===== config.mk =====
export PLATFORM = sky130hd
export DESIGN_NAME = gbad_div
export DESIGN_NICKNAME = d
export VERILOG_FILES = /design/src/rtl/gbad_pkg.sv /design/src/rtl/gbad_div.sv
export SDC_FILE = /design/constraint.sdc
export NUM_CORES = 1
export LEC_CHECK = 0
export BUFFER_PORTS_ARGS = -buffer_cell sky130_fd_sc_hd__buf_2
export CAP_MARGIN = 20
export CELL_PAD_IN_SITES_DETAIL_PLACEMENT = 1
export CELL_PAD_IN_SITES_GLOBAL_PLACEMENT = 1
export CORE_MARGIN = 8
export CORE_UTILIZATION = 45
export DETAILED_ROUTE_END_ITERATION = 8
export PLACE_DENSITY_LB_ADDON = 0.12
export SLEW_MARGIN = 20
export SYNTH_ARGS = -nofsm -noshare
export SYNTH_HDL_FRONTEND = slang
export SYNTH_SLANG_ARGS = --single-unit
export TNS_END_PERCENT = 50

===== constraint.sdc =====
create_clock -name i_clk -period 9.4 [get_ports i_clk]
set_input_delay 0.47 -clock i_clk [delete_from_list [all_inputs] [get_ports i_clk]]
set_output_delay 0.47 -clock i_clk [all_outputs]
set_load 0.02 [all_outputs]

===== src/rtl/gbad_pkg.sv =====
// shared types and constants of the grid block average decimator
// no dependencies; used by every module of the block

package gbad_pkg;

    // default sizing of the top level
    localparam int DEF_MAX_SRC_WIDTH  = 4096;
    localparam int DEF_MAX_SRC_HEIGHT = 4096;
    localparam int DEF_MAX_DST_WIDTH  = 1024;
    localparam int DEF_SAMPLE_BITS    = 16;

    // fixed field widths
    localparam int SAMPLE_W    = 16;
    localparam int SRC_DIM_W   = 13;
    localparam int DST_X_W     = 11;
    localparam int DST_Y_W     = 13;
    localparam int OUT_X_W     = 10;
    localparam int OUT_Y_W     = 12;
    localparam int SUM_W       = 40;
    localparam int CNT_W       = 2 * SRC_DIM_W;
    localparam int CFG_IDX_W   = 2;
    localparam int CFG_DATA_W  = 13;
    localparam int IN_TDATA_W  = 16;
    localparam int OUT_TDATA_W = 40;

    // register reset values
    localparam logic [SRC_DIM_W-1:0] RST_SRC_WIDTH  = SRC_DIM_W'(4096);
    localparam logic [SRC_DIM_W-1:0] RST_SRC_HEIGHT = SRC_DIM_W'(4096);
    localparam logic [DST_X_W-1:0]   RST_DST_WIDTH  = DST_X_W'(1024);
    localparam logic [DST_Y_W-1:0]   RST_DST_HEIGHT = DST_Y_W'(1024);

    // configuration register indexes
    typedef enum logic [CFG_IDX_W-1:0] {
        CFG_SRC_WIDTH  = 2'd0,
        CFG_SRC_HEIGHT = 2'd1,
        CFG_DST_WIDTH  = 2'd2,
        CFG_DST_HEIGHT = 2'd3
    } t_cfg_idx;

    // clamped grid geometry
    typedef struct packed {
        logic [SRC_DIM_W-1:0] sw;
        logic [SRC_DIM_W-1:0] sh;
        logic [DST_X_W-1:0]   dw;
        logic [DST_Y_W-1:0]   dh;
    } t_geom;

    // divider status
    typedef struct packed {
        logic busy;
        logic done;
    } t_div_stat;

    // sequencer states
    typedef enum logic [2:0] {
        ST_CLEAR,
        ST_IDLE,
        ST_CFG_X,
        ST_CFG_Y,
        ST_ACC,
        ST_DSTART,
        ST_DIV,
        ST_OUT
    } t_state;

endpackage


===== src/rtl/gbad_div.sv =====
// unsigned restoring divider, one quotient bit per cycle
// depends on gbad_pkg for the status struct

module gbad_div #(
    parameter int NW = gbad_pkg::SUM_W,
    parameter int DW = gbad_pkg::CNT_W
) (
    input  logic                 i_clk,
    input  logic                 i_rst_n,
    input  logic                 i_start,
    input  logic [NW-1:0]        i_dividend,
    input  logic [DW-1:0]        i_divisor,
    output gbad_pkg::t_div_stat  o_stat,
    output logic [NW-1:0]        o_quo,
    output logic [DW-1:0]        o_rem
);
    import gbad_pkg::*;

    localparam int CW = $clog2(NW + 1);

    logic [CW-1:0] r_cnt;
    logic          r_done;
    logic [NW-1:0] r_quo;
    logic [DW-1:0] r_rem;
    logic [DW-1:0] r_den;
    logic [DW:0]   w_trial;
    logic [DW:0]   w_diff;
    logic          w_ge;

    // trial subtraction of the next bit
    assign w_trial = {r_rem, r_quo[NW-1]};
    assign w_ge    = w_trial >= {1'b0, r_den};
    assign w_diff  = w_trial - {1'b0, r_den};

    // bit counter and done pulse
    always_ff @(posedge i_clk) begin
        if (!i_rst_n) begin
            r_cnt  <= '0;
            r_done <= 1'b0;
        end else begin
            r_done <= (r_cnt == CW'(1));
            if (i_start) begin
                r_cnt <= CW'(NW);
            end else if (r_cnt != '0) begin
                r_cnt <= r_cnt - CW'(1);
            end
        end
    end

    // shift and subtract datapath
    always_ff @(posedge i_clk) begin
        if (i_start) begin
            r_quo <= i_dividend;
            r_rem <= '0;
            r_den <= i_divisor;
        end else if (r_cnt != '0) begin
            r_rem <= w_ge ? w_diff[DW-1:0] : w_trial[DW-1:0];
            r_quo <= {r_quo[NW-2:0], w_ge};
        end
    end

    assign o_stat.busy = (r_cnt != '0);
    assign o_stat.done = r_done;
    assign o_quo       = r_quo;
    assign o_rem       = r_rem;

endmodule


==> results_dict.tcl <==
set metrics [dict create \
    status "finished, final reports clean" \
    avgSynthCellArea_um2 10.8 \
    first_iter_violations 150 \
    maxCapViolCount 0 \
    fin_util_pct 54.8 \
    finalMaxSlewViolations 0 \
    grt_pass1_vias 4747 \
    pwr-share-seq_pct 32.2 \
    num_rows 40 \
    root_buffer "clkbuf_16" \
    antenna_found_initial 1 \
    worst_ep_arrival_time_ns 3.74 \
    synth_area_um2 5430 \
    critPathKind "flop to flop" \
    dr.pass1.iters 4 \
    start_kind "flop" \
    critical-path-max-stage-delay_ns 0.44 \
    critical_path_buf_inv_count 2 \
    drcViolationCount 0 \
    ioPinCount 137 \
    ir_drop_v 0.000141 \
    via_per_inst 5.48 \
    antenna_left 0 \
    crit_fanout 34 \
    die_h_um 126 \
    clkLatencyLatePin_ns 0.35 \
    start_util_pct 45.6 \
    ctsHoldBuffers 0 \
    pwr-share-clk_pct 18.1 \
    maxSlewHeadroom_pct 34.6 \
    synth-seq-cells 99 \
    wl_um 14600 \
    setup-violations-final 0 \
    nets 730 \
    regArea_um2 2640 \
    intPower_mw 1.20 \
    grtUsageTotal_pct 18.5 \
    synth_fp_nets 604 \
    power_density_nw_per_um2 316 \
    gr-total-overflow 0 \
    slowest_stage "buf_4" \
    finClkSkew_ns 0.0102 \
    whs_ns 0.290 \
    syn2layout_area_growth_pct 20.2 \
    crit_chain "inv_1 -> ha_1 -> a21o_1 -> a221oi_1 -> o21ai_1 -> nor3_2 -> o21bai_1 -> a21oi_4 -> buf_4 -> nor2_1 -> a211oi_1 -> nor3_1" \
    p_comb_share_pct 49.7 \
    cts_tree "yes" \
    die_area_um2 15800 \
    die_w_um 126 \
    post_cts_buffers 0 \
    async_flop_share_pct 0 \
    crit_family "compound AO/OA/AOI/OAI gates" \
    vias 4295 \
    hold_viol_final 0 \
    clock_path_buffers 2 \
    mostFrequentLayoutCell "buf_2" \
    portBuffers 136 \
    dp.final_hpwl_um 11000 \
    layout_common_cells "buf_2, edfxtp_1, nor2_1, mux2_2, inv_1" \
    fmax_ghz 0.283 \
    numClockSinks 99 \
    power_switching_share_pct 42.1 \
    gp_congestion 0.842 \
    fillers 1365 \
    cts_made_buffers 9 \
    setup_slack_ns 5.87 \
    synth_edf_count 66 \
    synthTopCellsByArea "edfxtp_1, dfxtp_1, mux2_2" \
    clk_pin_slew_worst_paths_ns 0.07 \
    hold_class "input pin to flop" \
    synth_top_area_share_pct 36.5 \
    grt_pass1_wl_um 23500 \
    power.switching_mw 0.868 \
    synth_flop_cell "edfxtp_1" \
    ctsResizeCount 0 \
    syn_inst 505 \
    worstMarginPinSlew_ns 0.981 \
    synth.distinct_cells 54 \
    pre_cts_slack_ns 5.91 \
    wl_per_cell_um 18.6 \
    period_share_pct 37.5 \
    yosysWarnings 0 \
    grt_max_degree 52 \
    required_ns 9.61 \
    leakage_nw 2.96 \
    h-tree-depth 3 \
    rsz0062_at_grt "false" \
    setup_tns_ns 0 \
    synth-seq-area-share_pct 48.6 \
    power_mw 2.06 \
    coreArea_um2 11900 \
    yosys.area.top_type "edfxtp_1" \
    min_period_ns 3.53 \
    multi_input_area_um2 2540 \
    crit_path_end_kind "flop" \
    drive_above_1_share_pct 31.8 \
]
sequential cells by signal (all words and copies together) (netlist names):
name    count
o_quo      40
o_rem      26
r_cnt       6
r_den      26
r_done      1
path summary, 6_finish.rpt:
| kind | start | endpoint | slack, ns | cells past startpoint |
|---|---|---|---|---|
| worst max-delay path | r_den[6] | o_rem[6] | 5.87 | 12 |
| worst min-delay path | i_divisor[20] | r_den[20] | 0.29 | 1 |
| worst max register to register | r_den[6] | o_rem[6] | 5.87 | 12 |
| worst min register to register | r_cnt[1] | r_cnt[1] | 0.53 | 2 |
logic make-up after synthesis:
logic type / share of synthesized area (%)
buffers and inverters: 4.77
AOI/OAI and AO/OA: 14.5
and+or+nand+nor: 11.7
adders and majority gates: 7.05
DFF: 48.6
xor gates and xnor gates: 3.55
muxes: 9.74
synthesized netlist by cell type, types with 5 or more instances:
| cell | n |
|---|---|
| o21bai_1 | 9 |
| ha_1 | 29 |
| a21o_1 | 13 |
| or3_1 | 6 |
| xnor2_1 | 13 |
| edfxtp_1 | 66 |
| dfxtp_1 | 33 |
| o21ai_0 | 9 |
| mux2i_1 | 9 |
| a211oi_1 | 24 |
| nor3_1 | 25 |
| xor2_1 | 9 |
| mux2_2 | 39 |
| clkbuf_1 | 16 |
| nand2b_1 | 6 |
| and3_1 | 8 |
| inv_1 | 38 |
| nor2_1 | 45 |
| nand2_1 | 23 |
| a21oi_1 | 21 |
| buf_2 | 5 |
layer usage:
metal  vias up  part of all wire [%]  global-route usage (%)
met5         -                     0                       0
met4         0                   2.4                    9.06
met3        24                   6.7                    6.58
met2        99                    51                    33.1
met1      2084                    40                    18.9
li1       2088                     -                       -
power by group through the flow:
stage / clock network (mW) / logic [mW] / registers (mW)
after detailed placement: 0 / 1.03 / 0.674
after CTS: 0.385 / 1.04 / 0.667
after global placement: 0 / 0.999 / 0.668
final: 0.374 / 1.02 / 0.665
after floorplan: 0 / 0.651 / 0.764
after global routing: 0.397 / 1.12 / 0.680
per-stage QoR:
step           instance area [µm²]  instances
2_1_floorplan                 5430        505
3_3_place_gp                  6230        767
3_5_place_dp                  6230        767
4_1_cts                       6530        783
5_1_grt                       6530        784
6_report                      6530        784
worst reg2reg max path: stages, from the launching register on:
cell      delay, ns
edfxtp_1       0.37
inv_1          0.08
ha_1           0.28
a21o_1         0.22
a221oi_1       0.43
o21ai_1        0.15
nor3_2         0.31
o21bai_1       0.23
a21oi_4        0.43
buf_4          0.44
nor2_1         0.11
a211oi_1       0.26
nor3_1         0.08
area by class of cell:
cell class	count	area share [%]
flip-flops and latches	99	40.5
multi-input cells	342	39.0
repair buffers	140	10.9
clock buffers	11	3.57
well taps	147	2.82
inverters	39	2.24
clock inverters	5	0.939
diodes	1	0.0383
No activity file was read; power rests on OpenSTA's default activity.
