### src/rtl/gbad_pkg.sv
// shared types and constants of the grid block average decimator
// no dependencies; used by every module of the block

package gbad_pkg;

    // default sizing of the top level
    localparam int DEF_MAX_SRC_WIDTH  = 4096;
    localparam int DEF_MAX_SRC_HEIGHT = 4096;
    localparam int DEF_MAX_DST_WIDTH  = 1024;
    localparam int DEF_SAMPLE_BITS    = 16;

    // fixed field widths
    localparam int SAMPLE_W    = 16;
    localparam int SRC_DIM_W   = 13;
    localparam int DST_X_W     = 11;
    localparam int DST_Y_W     = 13;
    localparam int OUT_X_W     = 10;
    localparam int OUT_Y_W     = 12;
    localparam int SUM_W       = 40;
    localparam int CNT_W       = 2 * SRC_DIM_W;
    localparam int CFG_IDX_W   = 2;
    localparam int CFG_DATA_W  = 13;
    localparam int IN_TDATA_W  = 16;
    localparam int OUT_TDATA_W = 40;

    // register reset values
    localparam logic [SRC_DIM_W-1:0] RST_SRC_WIDTH  = SRC_DIM_W'(4096);
    localparam logic [SRC_DIM_W-1:0] RST_SRC_HEIGHT = SRC_DIM_W'(4096);
    localparam logic [DST_X_W-1:0]   RST_DST_WIDTH  = DST_X_W'(1024);
    localparam logic [DST_Y_W-1:0]   RST_DST_HEIGHT = DST_Y_W'(1024);

    // configuration register indexes
    typedef enum logic [CFG_IDX_W-1:0] {
        CFG_SRC_WIDTH  = 2'd0,
        CFG_SRC_HEIGHT = 2'd1,
        CFG_DST_WIDTH  = 2'd2,
        CFG_DST_HEIGHT = 2'd3
    } t_cfg_idx;

    // clamped grid geometry
    typedef struct packed {
        logic [SRC_DIM_W-1:0] sw;
        logic [SRC_DIM_W-1:0] sh;
        logic [DST_X_W-1:0]   dw;
        logic [DST_Y_W-1:0]   dh;
    } t_geom;

    // divider status
    typedef struct packed {
        logic busy;
        logic done;
    } t_div_stat;

    // sequencer states
    typedef enum logic [2:0] {
        ST_CLEAR,
        ST_IDLE,
        ST_CFG_X,
        ST_CFG_Y,
        ST_ACC,
        ST_DSTART,
        ST_DIV,
        ST_OUT
    } t_state;

endpackage

### src/rtl/gbad_cfg.sv
// configuration registers and clamping of the grid sizes
// depends on gbad_pkg for widths, reset values, indexes and the geometry struct

module gbad_cfg #(
    parameter int MAX_SRC_WIDTH  = gbad_pkg::DEF_MAX_SRC_WIDTH,
    parameter int MAX_SRC_HEIGHT = gbad_pkg::DEF_MAX_SRC_HEIGHT,
    parameter int MAX_DST_WIDTH  = gbad_pkg::DEF_MAX_DST_WIDTH
) (
    input  logic                              i_clk,
    input  logic                              i_rst_n,
    input  logic                              i_cfg_valid,
    output logic                              o_cfg_ready,
    input  logic [gbad_pkg::CFG_IDX_W-1:0]    i_cfg_addr,
    input  logic [gbad_pkg::CFG_DATA_W-1:0]   i_cfg_data,
    output gbad_pkg::t_geom                   o_geom,
    output logic                              o_wr
);
    import gbad_pkg::*;

    logic [SRC_DIM_W-1:0] r_src_width;
    logic [SRC_DIM_W-1:0] r_src_height;
    logic [DST_X_W-1:0]   r_dst_width;
    logic [DST_Y_W-1:0]   r_dst_height;
    logic [SRC_DIM_W-1:0] w_sw;
    logic [SRC_DIM_W-1:0] w_sh;
    logic [SRC_DIM_W-1:0] w_dw_max;

    assign o_cfg_ready = 1'b1;
    assign o_wr        = i_cfg_valid;

    // register writes
    always_ff @(posedge i_clk) begin
        if (!i_rst_n) begin
            r_src_width  <= RST_SRC_WIDTH;
            r_src_height <= RST_SRC_HEIGHT;
            r_dst_width  <= RST_DST_WIDTH;
            r_dst_height <= RST_DST_HEIGHT;
        end else if (i_cfg_valid) begin
            unique case (t_cfg_idx'(i_cfg_addr))
                CFG_SRC_WIDTH:  r_src_width  <= i_cfg_data[SRC_DIM_W-1:0];
                CFG_SRC_HEIGHT: r_src_height <= i_cfg_data[SRC_DIM_W-1:0];
                CFG_DST_WIDTH:  r_dst_width  <= i_cfg_data[DST_X_W-1:0];
                CFG_DST_HEIGHT: r_dst_height <= i_cfg_data[DST_Y_W-1:0];
            endcase
        end
    end

    // source sizes clamped to 1..max
    always_comb begin
        if (r_src_width == '0) begin
            w_sw = SRC_DIM_W'(1);
        end else if (32'(r_src_width) > 32'(MAX_SRC_WIDTH)) begin
            w_sw = SRC_DIM_W'(MAX_SRC_WIDTH);
        end else begin
            w_sw = r_src_width;
        end
        if (r_src_height == '0) begin
            w_sh = SRC_DIM_W'(1);
        end else if (32'(r_src_height) > 32'(MAX_SRC_HEIGHT)) begin
            w_sh = SRC_DIM_W'(MAX_SRC_HEIGHT);
        end else begin
            w_sh = r_src_height;
        end
    end

    // bin counts clamped to 1..source size, bin columns also to MAX_DST_WIDTH
    assign w_dw_max = (32'(w_sw) > 32'(MAX_DST_WIDTH)) ? SRC_DIM_W'(MAX_DST_WIDTH) : w_sw;

    always_comb begin
        o_geom.sw = w_sw;
        o_geom.sh = w_sh;
        if (r_dst_width == '0) begin
            o_geom.dw = DST_X_W'(1);
        end else if (SRC_DIM_W'(r_dst_width) > w_dw_max) begin
            o_geom.dw = w_dw_max[DST_X_W-1:0];
        end else begin
            o_geom.dw = r_dst_width;
        end
        if (r_dst_height == '0) begin
            o_geom.dh = DST_Y_W'(1);
        end else if (r_dst_height > w_sh) begin
            o_geom.dh = w_sh;
        end else begin
            o_geom.dh = r_dst_height;
        end
    end

endmodule

### config.mk
export PLATFORM = sky130hd
export DESIGN_NAME = gbad_cfg
export DESIGN_NICKNAME = d
export VERILOG_FILES = /design/src/rtl/gbad_pkg.sv /design/src/rtl/gbad_cfg.sv
export SDC_FILE = /design/constraint.sdc
export NUM_CORES = 1
export LEC_CHECK = 0
export ABC_AREA = 0
export BUFFER_PORTS_ARGS = -buffer_cell sky130_fd_sc_hd__buf_4
export CAP_MARGIN = 0
export CELL_PAD_IN_SITES_DETAIL_PLACEMENT = 0
export CELL_PAD_IN_SITES_GLOBAL_PLACEMENT = 1
export CORE_MARGIN = 2
export CORE_UTILIZATION = 41
export CTS_BUF_LIST = sky130_fd_sc_hd__clkbuf_8
export DETAILED_ROUTE_END_ITERATION = 12
export PLACE_DENSITY_LB_ADDON = 0.1
export SETUP_SLACK_MARGIN = 0.05
export SYNTH_ARGS = -nofsm -noshare
export SYNTH_HDL_FRONTEND = slang
export SYNTH_SLANG_ARGS = --single-unit
### constraint.sdc
create_clock -name i_clk -period 3.55 [get_ports i_clk]
set_clock_uncertainty 0.15 [all_clocks]
set_input_delay 0 -clock i_clk [delete_from_list [all_inputs] [get_ports i_clk]]
set_output_delay 0 -clock i_clk [all_outputs]
set_load 0.03 [all_outputs]
==> summary.md <==
| Metric | Value |
|---|---|
| Worst flop-to-flop path startpoint | r_src_width[12] |
| Starting density of the core | 0.422 |
| Critical Path End Type | output pin |
| Synth warn | 0 |
| Post-synthesis sequential area ratio | 0.308 |
| Initial DRC Count | 139 |
| Mean post-synth cell area | 7.58 sq um |
| Crit-path max FO | 7 |
| Flop-to-flop setup slack | 2.04 ns |
| Crit-path slowest cell | a2111oi_0 |
| CTS tree | yes |
| Max cap viols | 0 |
| Drt pass-1 iters | 4 |
| Fin crit period | 3.21 ns |
| Crit path largest cell delay | 0.45 ns |
| Syn_nets | 470 |
| Final Power | 1.27 mW |
| Top Family by Delay on Critical Path | simple AND/OR/NAND/NOR gates |
| Detailed Place HPWL | 6410 microns |
| Layout Utilization | 0.534 |
| Commonest cells post-synth | nand2_1, dfxtp_1, a21boi_1 |
| Slew Viols, Final | 0 |
| Pwr dens | 308 nW/um^2 |
| ANT cells | 0 |
| Clock sinks | 50 |
| Drt via density | 5.10 |
| Core Area | 7690 sq um |
| Die Span X | 93.0 microns |
| CTS root buf | clkbuf_8 |
| Leakage | 1.79 nW |
| Worst Setup Start Kind | register |
| Area Overhead vs Synth | 26.5% |
| Clk_lat worst skew | 0.30 ns |
| Worst VDD drop | 0.000168 V |
| Hold Violations, Final | 0 |
| Most frequent cell after synthesis | nand2_1 |
| Total negative slack | 0 ns |
| Buffers and inverters on the worst path | 2 |
| Fill count | 790 |
| Worst min-delay path class | primary input to output pin |
| Cells along the critical path | nor4_1 > nand4_1 > nand2_1 > nand2_1 > ha_1 > nand3_1 > a21boi_1 > a2111oi_0 > a21oi_2 > buf_4 > mux2i_1 > buf_4 |
| Final setup vio count | 0 |
| Cells after Synth | 428 |
| RSZ-0062 raised after global routing | false |
| Final net count | 544 |
| Layout cells sized above 1 | 0.203 |
| Max Buffers Root-to-Sink | 2 |
| H-tree depth | 2 |
| Number of synthesized register bits | 50 |
| # DRC | 0 |
| Cell area after synthesis | 3250 sq um |
| Synth area leaders | dfxtp_1, nand2_1, a21boi_1, ha_1, nor2_1 |
| Worst setup path category | register to output pin |
| Tot GR Track Use | 0.200 |
| CTS buffer count | 5 |
| Critical path destination | o_geom[16] |
| Vias in the first global route | 2,874 |
| Count of cell types in the netlist | 44 |
| Site Rows | 32 |
| Hold path depth | 2 |
| DR vias | 3,088 |
| Arrival time worst endpoint | 3.06 ns |
| FF-to-FF End | r_src_width[12] |
| Total congestion overflow | 0 |
| Fraction of registers with async set/reset | 0 |
| Cell accounting for the most synthesized area | dfxtp_1 |
| Status | finished clean |
| First-pass GRT wire length | 14,100 microns |
| GPL Wtd Cong | 0.872 |
| Worst r2r path cells | 4 |
| Pin count of the biggest net entering global routing | 51 |
| Post-route ant nets | 0 |
| Worst slew pin tran | 0.971 ns |
| I/O pin count | 70 |
| Relative slew slack | 0.350 |
| Fin crit share | 0.903 |
| Hold Path Origin | i_cfg_valid |
| Port bufs | 68 |
| CP startpoint | r_src_width[1] |
| Wirelength per Cell | 14.1 microns |
| Final WL | 8540 microns |
| Die height | 93.0 microns |
| Initial antenna violation count | 0 |
| Reg clk slew, reported paths | 0.09 ns |
| Die footprint | 8640 sq um |
| Crit. path cell count | 12 |
| Yosys top cell area share | 0.308 |
| Post-synth EDFFs | 0 |
| Commonest register cell after synthesis | dfxtp_1 |
| Max Freq | 312 MHz |
| Post-CTS Setup Repair Bufs | 0 |
| Data required, critical path | 3.40 ns |
-- cells in the final DEF, fill, tap and decap left out, types with 3 or more instances in the layout --
cell	count
nand2_1	126
buf_4	72
dfxtp_1	50
a21boi_1	47
nor2_1	33
ha_1	24
inv_1	23
dlygate4sd3_1	19
nor2b_1	10
mux2i_1	9
mux2_4	8
nor4_1	7
a21oi_1	7
nand3_1	6
clkbuf_8	6
nand4_1	4
nand2_2	4
mux2_1	4
and3_1	3
nor3_1	3
o21a_1	3
mux2_2	3
-- sequential cells by signal, summed over array words and instances (netlist names) --
register	flops
r_dst_width	11
r_src_height	13
r_src_width	13
r_dst_height	13
-- layer usage --
metal  up-vias  part of all wire  routed length (microns)  GRT usage
met3         3             0.035                      302     0.0250
met1      1453              0.49                     4210      0.290
met5         -                 0                        0          0
li1       1572                 -                        -          -
met2        60              0.47                     4010      0.330
met4         0            0.0022                       19     0.0245
-- worst min-delay path by stage --
stage	to	slack [ns]
3_3_place_gp	r_dst_width[10]	0.11
2_1_floorplan	r_dst_height[10]	-0.03
3_5_place_dp	r_src_width[12]	0.10
5_1_grt	o_wr	0.14
4_1_cts	r_src_width[0]	0.11
6_report	o_wr	0.12
-- cells by family after synthesis --
logic type      synth area share
other cells              0.00116
simple gates               0.290
flops                      0.308
mux                       0.0891
buf+inv                   0.0605
fa+ha+maj                 0.0925
compound gates             0.159
-- through the flow --
stage,instance area (sq um),instances,hold WS (ns),setup slack (ns)
after global routing,4110,605,0.136,0.0817
after global placement,3810,578,0.107,0.500
after detailed placement,3810,578,0.103,0.432
after floorplan,3250,428,-0.0260,0.488
after CTS,4090,605,0.110,0.0896
final,4110,605,0.123,0.344
-- area by class of cell --
type                            count  area, sq um  share of cell area
Clock buffer                        6         82.6              0.0201
Clock inverter                      2         8.76             0.00213
Inverter                           23         86.3              0.0210
Multi-Input combinational cell    331         2070               0.504
Sequential cell                    50         1000               0.244
Tap cell                          102          128              0.0311
Timing Repair Buffer               91          731               0.178
-- what timing repair did --
item / 4_1_cts / 5_1_grt
endpoints found under the hold margin: 50 / 0
hold buffers: 19 / 0
gates resized for setup: 0 / 3
setup endpoints to repair: 0 / 11
-- where the power goes --
group / switching, mW / internal (mW)
clock: 0.188 / 0.155
combinational: 0.174 / 0.144
sequential: 0.0236 / 0.580
(Power assumes the default switching activity.)
